### src/rtl/rset_pkg.sv
package rset_pkg;

   localparam int TABLE_DEPTH = 32;
   localparam int IDX_W       = $clog2(TABLE_DEPTH);
   localparam int CNT_W       = $clog2(TABLE_DEPTH + 1);

   // request codes
   localparam logic [1:0] REQ_ARRIVE = 2'd0;
   localparam logic [1:0] REQ_REMOVE = 2'd1;
   localparam logic [1:0] REQ_PREV   = 2'd2;
   localparam logic [1:0] REQ_NEXT   = 2'd3;

   // datapath commands
   localparam int CMD_W = 4;
   localparam logic [CMD_W-1:0] CMD_NONE      = 4'd0;
   localparam logic [CMD_W-1:0] CMD_LOAD      = 4'd1;
   localparam logic [CMD_W-1:0] CMD_SCAN_REQ  = 4'd2;
   localparam logic [CMD_W-1:0] CMD_SCAN_CUR  = 4'd3;
   localparam logic [CMD_W-1:0] CMD_STORE_OLD = 4'd4;
   localparam logic [CMD_W-1:0] CMD_STORE_NEW = 4'd5;
   localparam logic [CMD_W-1:0] CMD_SORT_LOAD = 4'd6;
   localparam logic [CMD_W-1:0] CMD_SORT_CMP  = 4'd7;
   localparam logic [CMD_W-1:0] CMD_SEL_SCAN  = 4'd8;
   localparam logic [CMD_W-1:0] CMD_SHIFT     = 4'd9;
   localparam logic [CMD_W-1:0] CMD_SEL_REM   = 4'd10;
   localparam logic [CMD_W-1:0] CMD_NAV       = 4'd11;
   localparam logic [CMD_W-1:0] CMD_OUT       = 4'd12;

   typedef struct packed {
      logic [1:0]  req_type;
      logic [31:0] entry_uuid;
      logic [7:0]  entry_flags;
      logic [31:0] entry_time;
   } req_item_type;

   typedef struct packed {
      logic [31:0]      cur_uuid;
      logic [7:0]       cur_flags;
      logic [CNT_W-1:0] cur_pos;
      logic [CNT_W-1:0] entry_count;
      logic             has_current;
      logic             alert;
      logic             found;
   } rsp_item_type;

   typedef struct packed {
      logic [31:0] id;
      logic [7:0]  flags;
      logic [31:0] tstamp;
      logic [31:0] seq;
   } entry_type;

   typedef struct packed {
      logic scan_hit;
      logic scan_end;
      logic sort_done;
      logic sort_move;
      logic shift_done;
      logic rem_reloc;
      logic cur_valid;
      logic out_free;
   } status_type;

   // a is newer than b: timestamps decide when both known and different
   function automatic logic is_newer(entry_type a, entry_type b);
      if (a.tstamp != 32'd0 && b.tstamp != 32'd0 && a.tstamp != b.tstamp) begin
         return a.tstamp > b.tstamp;
      end
      return a.seq > b.seq;
   endfunction

endpackage

### src/rtl/rset_ctrl.sv
module rset_ctrl (
   input  logic                         clock,
   input  logic                         reset,
   input  logic                         req_valid,
   input  logic [1:0]                   req_kind,
   output logic                         req_stall,
   input  rset_pkg::status_type         status,
   output logic [rset_pkg::CMD_W-1:0]   cmd
);

   localparam logic [3:0] S_IDLE      = 4'd0;
   localparam logic [3:0] S_FIND_A    = 4'd1;
   localparam logic [3:0] S_STORE_OLD = 4'd2;
   localparam logic [3:0] S_STORE_NEW = 4'd3;
   localparam logic [3:0] S_SORT_LOAD = 4'd4;
   localparam logic [3:0] S_SORT_CMP  = 4'd5;
   localparam logic [3:0] S_FIND_N    = 4'd6;
   localparam logic [3:0] S_SEL_N     = 4'd7;
   localparam logic [3:0] S_RELOC     = 4'd8;
   localparam logic [3:0] S_FIND_R    = 4'd9;
   localparam logic [3:0] S_SHIFT     = 4'd10;
   localparam logic [3:0] S_REM_SEL   = 4'd11;
   localparam logic [3:0] S_NAV       = 4'd12;
   localparam logic [3:0] S_OUT       = 4'd13;

   logic [3:0] state_ff, state_in;
   logic       fresh_ff, fresh_in;

   assign req_stall = (state_ff != S_IDLE);

   // next state and command
   always_comb begin
      state_in = state_ff;
      fresh_in = fresh_ff;
      cmd      = rset_pkg::CMD_NONE;
      case (state_ff)
         S_IDLE: begin
            if (req_valid) begin
               cmd      = rset_pkg::CMD_LOAD;
               fresh_in = 1'b0;
               case (req_kind)
                  rset_pkg::REQ_ARRIVE: state_in = S_FIND_A;
                  rset_pkg::REQ_REMOVE: state_in = S_FIND_R;
                  default:              state_in = S_NAV;
               endcase
            end
         end
         S_FIND_A: begin
            cmd = rset_pkg::CMD_SCAN_REQ;
            if (status.scan_hit) begin
               state_in = S_STORE_OLD;
            end else if (status.scan_end) begin
               state_in = S_STORE_NEW;
            end
         end
         S_STORE_OLD: begin
            cmd      = rset_pkg::CMD_STORE_OLD;
            state_in = S_SORT_LOAD;
         end
         S_STORE_NEW: begin
            cmd      = rset_pkg::CMD_STORE_NEW;
            fresh_in = 1'b1;
            state_in = S_SORT_LOAD;
         end
         S_SORT_LOAD: begin
            cmd = rset_pkg::CMD_SORT_LOAD;
            if (!status.sort_done) begin
               state_in = S_SORT_CMP;
            end else if (fresh_ff) begin
               state_in = S_FIND_N;
            end else if (status.cur_valid) begin
               state_in = S_RELOC;
            end else begin
               state_in = S_OUT;
            end
         end
         S_SORT_CMP: begin
            cmd = rset_pkg::CMD_SORT_CMP;
            if (!status.sort_move) begin
               state_in = S_SORT_LOAD;
            end
         end
         S_FIND_N: begin
            cmd = rset_pkg::CMD_SCAN_REQ;
            if (status.scan_hit || status.scan_end) begin
               state_in = S_SEL_N;
            end
         end
         S_SEL_N: begin
            cmd      = rset_pkg::CMD_SEL_SCAN;
            state_in = S_OUT;
         end
         S_RELOC: begin
            cmd = rset_pkg::CMD_SCAN_CUR;
            if (status.scan_hit || status.scan_end) begin
               state_in = S_OUT;
            end
         end
         S_FIND_R: begin
            cmd = rset_pkg::CMD_SCAN_REQ;
            if (status.scan_hit) begin
               state_in = S_SHIFT;
            end else if (status.scan_end) begin
               state_in = S_OUT;
            end
         end
         S_SHIFT: begin
            cmd = rset_pkg::CMD_SHIFT;
            if (status.shift_done) begin
               state_in = S_REM_SEL;
            end
         end
         S_REM_SEL: begin
            cmd      = rset_pkg::CMD_SEL_REM;
            state_in = status.rem_reloc ? S_RELOC : S_OUT;
         end
         S_NAV: begin
            cmd      = rset_pkg::CMD_NAV;
            state_in = S_OUT;
         end
         S_OUT: begin
            if (status.out_free) begin
               cmd      = rset_pkg::CMD_OUT;
               state_in = S_IDLE;
            end
         end
         default: begin
            state_in = S_IDLE;
         end
      endcase
   end

   always_ff @(posedge clock) begin
      if (reset) begin
         state_ff <= S_IDLE;
         fresh_ff <= 1'b0;
      end else begin
         state_ff <= state_in;
         fresh_ff <= fresh_in;
      end
   end

endmodule

### config.mk
export PLATFORM = sky130hd
export DESIGN_NAME = rset_ctrl
export DESIGN_NICKNAME = d
export VERILOG_FILES = /design/src/rtl/rset_pkg.sv /design/src/rtl/rset_ctrl.sv
export SDC_FILE = /design/constraint.sdc
export NUM_CORES = 1
export LEC_CHECK = 0
export CAP_MARGIN = 10
export CORE_AREA = 2 2 39 41
export CTS_BUF_LIST = sky130_fd_sc_hd__clkbuf_16
export DETAILED_ROUTE_END_ITERATION = 10
export DIE_AREA = 0 0 41 43
export DONT_BUFFER_PORTS = 1
export PLACE_DENSITY = 0.71
export SYNTH_ARGS = -nofsm -noshare
export SYNTH_HDL_FRONTEND = slang
export SYNTH_SLANG_ARGS = --single-unit
### constraint.sdc
create_clock -name clock -period 3.02 [get_ports clock]
set_input_delay 0.755 -clock clock [delete_from_list [all_inputs] [get_ports clock]]
set_output_delay 0.755 -clock clock [all_outputs]
set_load 0.01 [all_outputs]
==> results of run 1 <==
[sequential cells by signal (all words and copies together) (netlist names)]
| signal | flops |
|---|---|
| fresh_ff | 1 |
| state_ff | 4 |
[worst max-delay path: stages (launching register included)]
cell	delay, ps
dfxtp_1	760
nand2_1	230
o32ai_1	450
[cell usage in the layout, fill, tap and decap left out, types with 3 or more instances in the layout]
master / instances
o21ai_0: 5
nor2b_1: 3
a21oi_1: 6
a311oi_1: 3
nand2b_1: 3
nor3_1: 3
nand2_1: 8
clkbuf_16: 3
dfxtp_1: 5
nor2_1: 10
inv_1: 3
nand3_1: 4
o21ai_1: 4
[worst max path at each step]
stage	startpoint	end	slack [ps]	cells after the start
2_1_floorplan	status[0]	cmd[2]	1090	2
3_3_place_gp	state_ff[2]	cmd[2]	930	2
3_5_place_dp	state_ff[2]	cmd[2]	860	2
4_1_cts	state_ff[2]	cmd[2]	610	2
5_1_grt	state_ff[2]	cmd[2]	520	2
6_report	state_ff[2]	cmd[2]	590	2
[kinds of logic after synthesis]
kind of cell           after synthesis  share of synthesized area [%]
AO/OA/AOI/OAI                       31                           32.9
XOR/XNOR                             1                           1.41
buffers and inverters               11                           10.6
flip-flops                           5                           16.1
multiplexers                         2                           3.21
AND/OR/NAND/NOR                     42                           35.7
[final cells by class]
class | instances | share of cell area (%)
tap | 16 | 3.00
multi-input combinational | 76 | 68.5
inverter | 3 | 1.69
sequential | 5 | 15.0
clock buffer | 3 | 11.3
clock inverter | 1 | 0.563
[metal layers]
| metal | share of wire [%] | up-vias | track usage [%] |
|---|---|---|---|
| met5 | 0 | - | 0 |
| met1 | 43 | 296 | 29.4 |
| met4 | 4.1 | 0 | 16.7 |
| li1 | - | 331 | - |
| met3 | 9.5 | 8 | 8.90 |
| met2 | 43 | 21 | 27.2 |
[Yosys cell counts (3+ instances only)]
library cell,instances
buf_2,5
nand2_1,8
a21oi_1,6
dfxtp_1,5
o21ai_1,4
a311oi_1,3
nand3_1,4
nor3_1,3
nor2b_1,3
nor2_1,10
nand2b_1,3
o21ai_0,5
[stage by stage]
| step | total power, W | worst slack (ps) | utilization [%] |
|---|---|---|---|
| 3_3_place_gp | 0.000635 | 932 | 42.5 |
| 4_1_cts | 0.000867 | 606 | 48.2 |
| 3_5_place_dp | 0.000645 | 858 | 42.5 |
| 2_1_floorplan | 0.000613 | 1090 | - |
| 5_1_grt | 0.000942 | 516 | 48.2 |
| 6_report | 0.000869 | 588 | 48.2 |
[report_power, final]
group,internal (W),switching [W],total (W)
sequential,0.0000939,0.000132,0.000226
clock,0.000172,0.0000467,0.000218
combinational,0.000196,0.000228,0.000424
total,0.000462,0.000407,0.000869
==> results.cfg, run 1 <==
[logic_synthesis]
synth_top_cell_by_area = dfxtp_1
netlist_area_um2 = 623
yosys_warnings = 0
synth_area_leaders = dfxtp_1 (16%), nor2_1 (6.0%), a21oi_1 (4.8%)
ys_seq_area_share_pct = 16.1
dominantRegCellSynth = dfxtp_1
mappedNetlistNets = 105
ys_seq_elements = 5
synth.top_cell.area_share_pct = 16.1
synthArstFlopShare_pct = 0
syn_area_per_cell_um2 = 6.77
synth_edf_count = 0
yosysUniqueCellTypes = 37
netlist_instances = 92

[run]
drv_cap = 0

[global_routing]
overflow = 0
grt_pass1_wl_mm = 2.53
grt_max_degree = 23
grt_antenna_before_repair = 0
grt_pass1_vias = 551
track_usage_pct = 22.1

[cts]
htree_levels = 1
cts_num_sinks = 5
ctsResizeCount = 0
cts_buffer_depth = 2
cts_setup_buffers = 0
clock_latency_ps = 230
clk_pin_slew_ps = 30
cts_buffers = 3
cts_tree = yes
cts_root_buf = clkbuf_16
hold_buffers = 0

[pwr]
p_per_area_nw_per_um2 = 1300
vdd_drop_max_v = 0.000574
leakage_nw = 0.235

[timing]
fin_crit_ps = 2430
finalCritPeriodShare_pct = 80.5
relSlewSlack_pct = 53.8
setup_tns_ps = 0
finClkSkew_ps = 1.42
finalMaxSlewViolations = 0
hold_viol = 0
fmax_mhz = 411
rsz0062_at_grt = false
setup_viol = 0
hold_ws_ps = 553
tightest_slew_ps = 693

[floorplanning]
initial_core_util_pct = 45.0
dieArea_um2 = 1760
io_pins = 18
core-area_um2 = 1380
die_y_um = 43
rows = 14
die_x_um = 41

[detailed_routing]
initialDrtViolationCount = 8
ant_nets = 0
dr_total_vias = 656
drt-pass1-iter-count = 4
post-route-drc-count = 0
wl_per_cell_um = 15.5
via_per_inst = 6.31
drt-total-wl_mm = 1.61

[place]
io_buffer_count = 0
hpwlAfterDp_mm = 1.11
gp_congestion = 0.799
placedCellCount = 100
placed_cell_area_um2 = 588

[critical_path]
rrSetupSlack_ps = 1180
setup.worst_path.class = reg -> out
worstPathMaxFanout = 22
required_ps = 2260
arrival_ps = 1680
reg2regPathDepth = 5
reg2reg_to = state_ff[0]
crit_path_end_kind = output pin
timing.rr.start = state_ff[2]
setup.worst_path.start_class = flop

[status]
status = finished, final reports clean

[final_layout]
diodes = 0
nFillCells = 142
seqCellArea_um2 = 100
multi_input_area_um2 = 457
postLayoutCellArea_um2 = 667
num-nets-final = 102
areaGrowthSynthToFinish_pct = 7.03
fin_cells = 104
final_layout_size_suffix_gt1_share_pct = 6.82

[hold_path]
hold_path_class = reg -> reg
hold_start = fresh_ff
hold_depth = 2
hold_end = fresh_ff
Power figures use the tool's default switching activity.
==> run 2: changes to the inputs <==
--- a/config.mk
+++ b/config.mk
@@ -11,7 +11,7 @@
 export DETAILED_ROUTE_END_ITERATION = 10
 export DIE_AREA = 0 0 41 43
 export DONT_BUFFER_PORTS = 1
-export PLACE_DENSITY = 0.71
+export PLACE_DENSITY = 0.73
 export SYNTH_ARGS = -nofsm -noshare
 export SYNTH_HDL_FRONTEND = slang
 export SYNTH_SLANG_ARGS = --single-unit
==> constraint.sdc (replaced) <==
create_clock -name clock -period 2 [get_ports clock]
set_input_delay 0.5 -clock clock [delete_from_list [all_inputs] [get_ports clock]]
set_output_delay 0.5 -clock clock [all_outputs]
set_load 0.01 [all_outputs]
==> run 2 against run 1 <==
Against the previous run:
- wire length down 3.2%
- register-to-register slack worse by 890 ps
- combinational power increased by 68%
- setup slack worse by 440 ps
- global-route usage shrank 0.73 points
- clock power grew 47%
- critical endpoint is now cmd[3]
- hold slack lost 220 ps
- core utilization up 1.4 points
==> results.cfg, run 2 (synthesis results as in run 1) <==
[detailed_routing]
initialDrtViolationCount = 12
routed-wl-met3_um = 155
highest_layer = met3
wl_met1_um = 651
dr_total_vias = 675
met2_length_um = 750
via_per_inst = 6.37
drt-pass1-iter-count = 4
ant_nets = 0
drt-total-wl_mm = 1.56
post-route-drc-count = 0
wl_per_cell_um = 14.7

[cts]
htree_levels = 1
cts_root_buf = clkbuf_16
cts_buffers = 3
cts_num_sinks = 5
cts_tree = yes
clock_latency_ps = 230
hold_buffers = 0
cts_buffer_depth = 2
clk_pin_slew_ps = 30

[final_layout]
largestRegisters = state_ff: 4 flops, fresh_ff: 1 flops
final_layout_size_suffix_gt1_share_pct = 12.2
areaGrowthSynthToFinish_pct = 10.0
regMostFlops = state_ff
final_common_cell = nor2_1
num-nets-final = 104
largest_register_ffs = 4
diodes = 0
final_cell_mix = nor2_1 (10), nand2_1 (8), a21oi_1 (6), o21ai_1 (5)
postLayoutCellArea_um2 = 686

[pwr]
swShare_pct = 45.8
power.switching_w = 0.000614
internal_power_w = 0.000727
vdd_drop_max_v = 0.000739
p_seq_share_pct = 22.9
p_comb_share_pct = 53.2
leakage_nw = 0.247
p_per_area_nw_per_um2 = 1960
clkPwrFrac_pct = 23.9
finalPower_w = 0.00134

[place]
hpwlAfterDp_mm = 1.17
pre_cts_ws_ps = 257
gp_congestion = 0.834
io_buffer_count = 0
placed_cell_area_um2 = 603

[global_routing]
track_usage_pct = 21.4
grt_pass1_vias = 581
grt_antenna_before_repair = 0
grt_max_degree = 21
grt_pass1_wl_mm = 2.64
overflow = 0

[timing]
rsz0062_at_grt = false
setup_ws_ps = 149
hold_viol = 0
fin_crit_ps = 1850
finalMaxSlewViolations = 0
setup_viol = 0
finClkSkew_ps = 3.16
finalCritPeriodShare_pct = 92.5
tightest_slew_ps = 570
fmax_mhz = 540
relSlewSlack_pct = 62.0
setup_tns_ps = 0

[hold_path]
hold_start = reset
hold_path_class = in -> reg
hold_end = state_ff[0]
hold_depth = 1

[critical_path]
reg2reg_to = state_ff[3]
worstPathMaxFanout = 19
crit_path_end_kind = output pin
timing.rr.start = state_ff[3]
reg2regPathDepth = 5
rrSetupSlack_ps = 290
arrival_ps = 1350
setup.worst_path.class = reg -> out
setup.worst_path.start_class = flop
required_ps = 1500

[floorplanning]
die_x_um = 41
die_y_um = 43
rows = 14
core-area_um2 = 1380
dieArea_um2 = 1760
initial_core_util_pct = 45.0
io_pins = 18

[status]
status = finished, final reports clean

[run]
drv_cap = 0
## run 2: cell count changes in the layout (fill, tap and decap cells not counted), sizes merged
cell  delta
buf      +2
## run 2: power by group through the flow
stage          clock network (W)  registers [W]  logic [W]
2_1_floorplan                  0       0.000163   0.000763
3_3_place_gp                   0       0.000292   0.000698
3_5_place_dp                   0       0.000294   0.000709
4_1_cts                 0.000328       0.000293   0.000711
5_1_grt                 0.000342       0.000321   0.000804
6_report                0.000321       0.000306   0.000713
## run 2: metrics by stage
| stage | utilization [%] | hold slack [ps] | std cells |
|---|---|---|---|
| CTS | 49.3 | 337 | 106 |
| global route | 49.5 | 331 | 106 |
| finish | 49.5 | 335 | 106 |
| global placement | 43.6 | 562 | 102 |
| floorplan | - | 516 | 92 |
| detailed placement | 43.6 | 561 | 102 |
## run 2: layout make-up
class	instances	area (um2)
fillers	143	698
repair buffers	2	15.0
multi-input cells	76	457
well taps	16	20.0
clock inverters	1	3.75
clock buffers	3	75.1
inverters	3	11.3
flip-flops and latches	5	104
## run 2: worst max-delay path by stage
| stage | startpoint | to | depth (start not counted) |
|---|---|---|---|
| floorplan | state_ff[0] | cmd[1] | 4 |
| global placement | state_ff[2] | cmd[0] | 4 |
| detailed placement | state_ff[2] | cmd[0] | 4 |
| CTS | state_ff[2] | cmd[0] | 4 |
| global route | state_ff[3] | cmd[3] | 2 |
| finish | state_ff[3] | cmd[3] | 2 |
## run 2: worst max-delay path: stages (launching register included)
cell and delay, ps:
dfxtp_1 670, mux2i_1 260, a32o_1 200
## run 2: metal layers
| layer | up-vias | GRT usage [%] |
|---|---|---|
| li1 | 336 | - |
| met1 | 311 | 28.9 |
| met2 | 28 | 29.1 |
| met3 | 0 | 10.5 |
| met4 | 0 | 6.67 |
| met5 | - | 0 |
## run 2: timing repair
action / 4_1_cts / 5_1_grt
gates resized for setup: 0 / 4
setup endpoints to repair: 0 / 4
setup buffers: 0 / 0
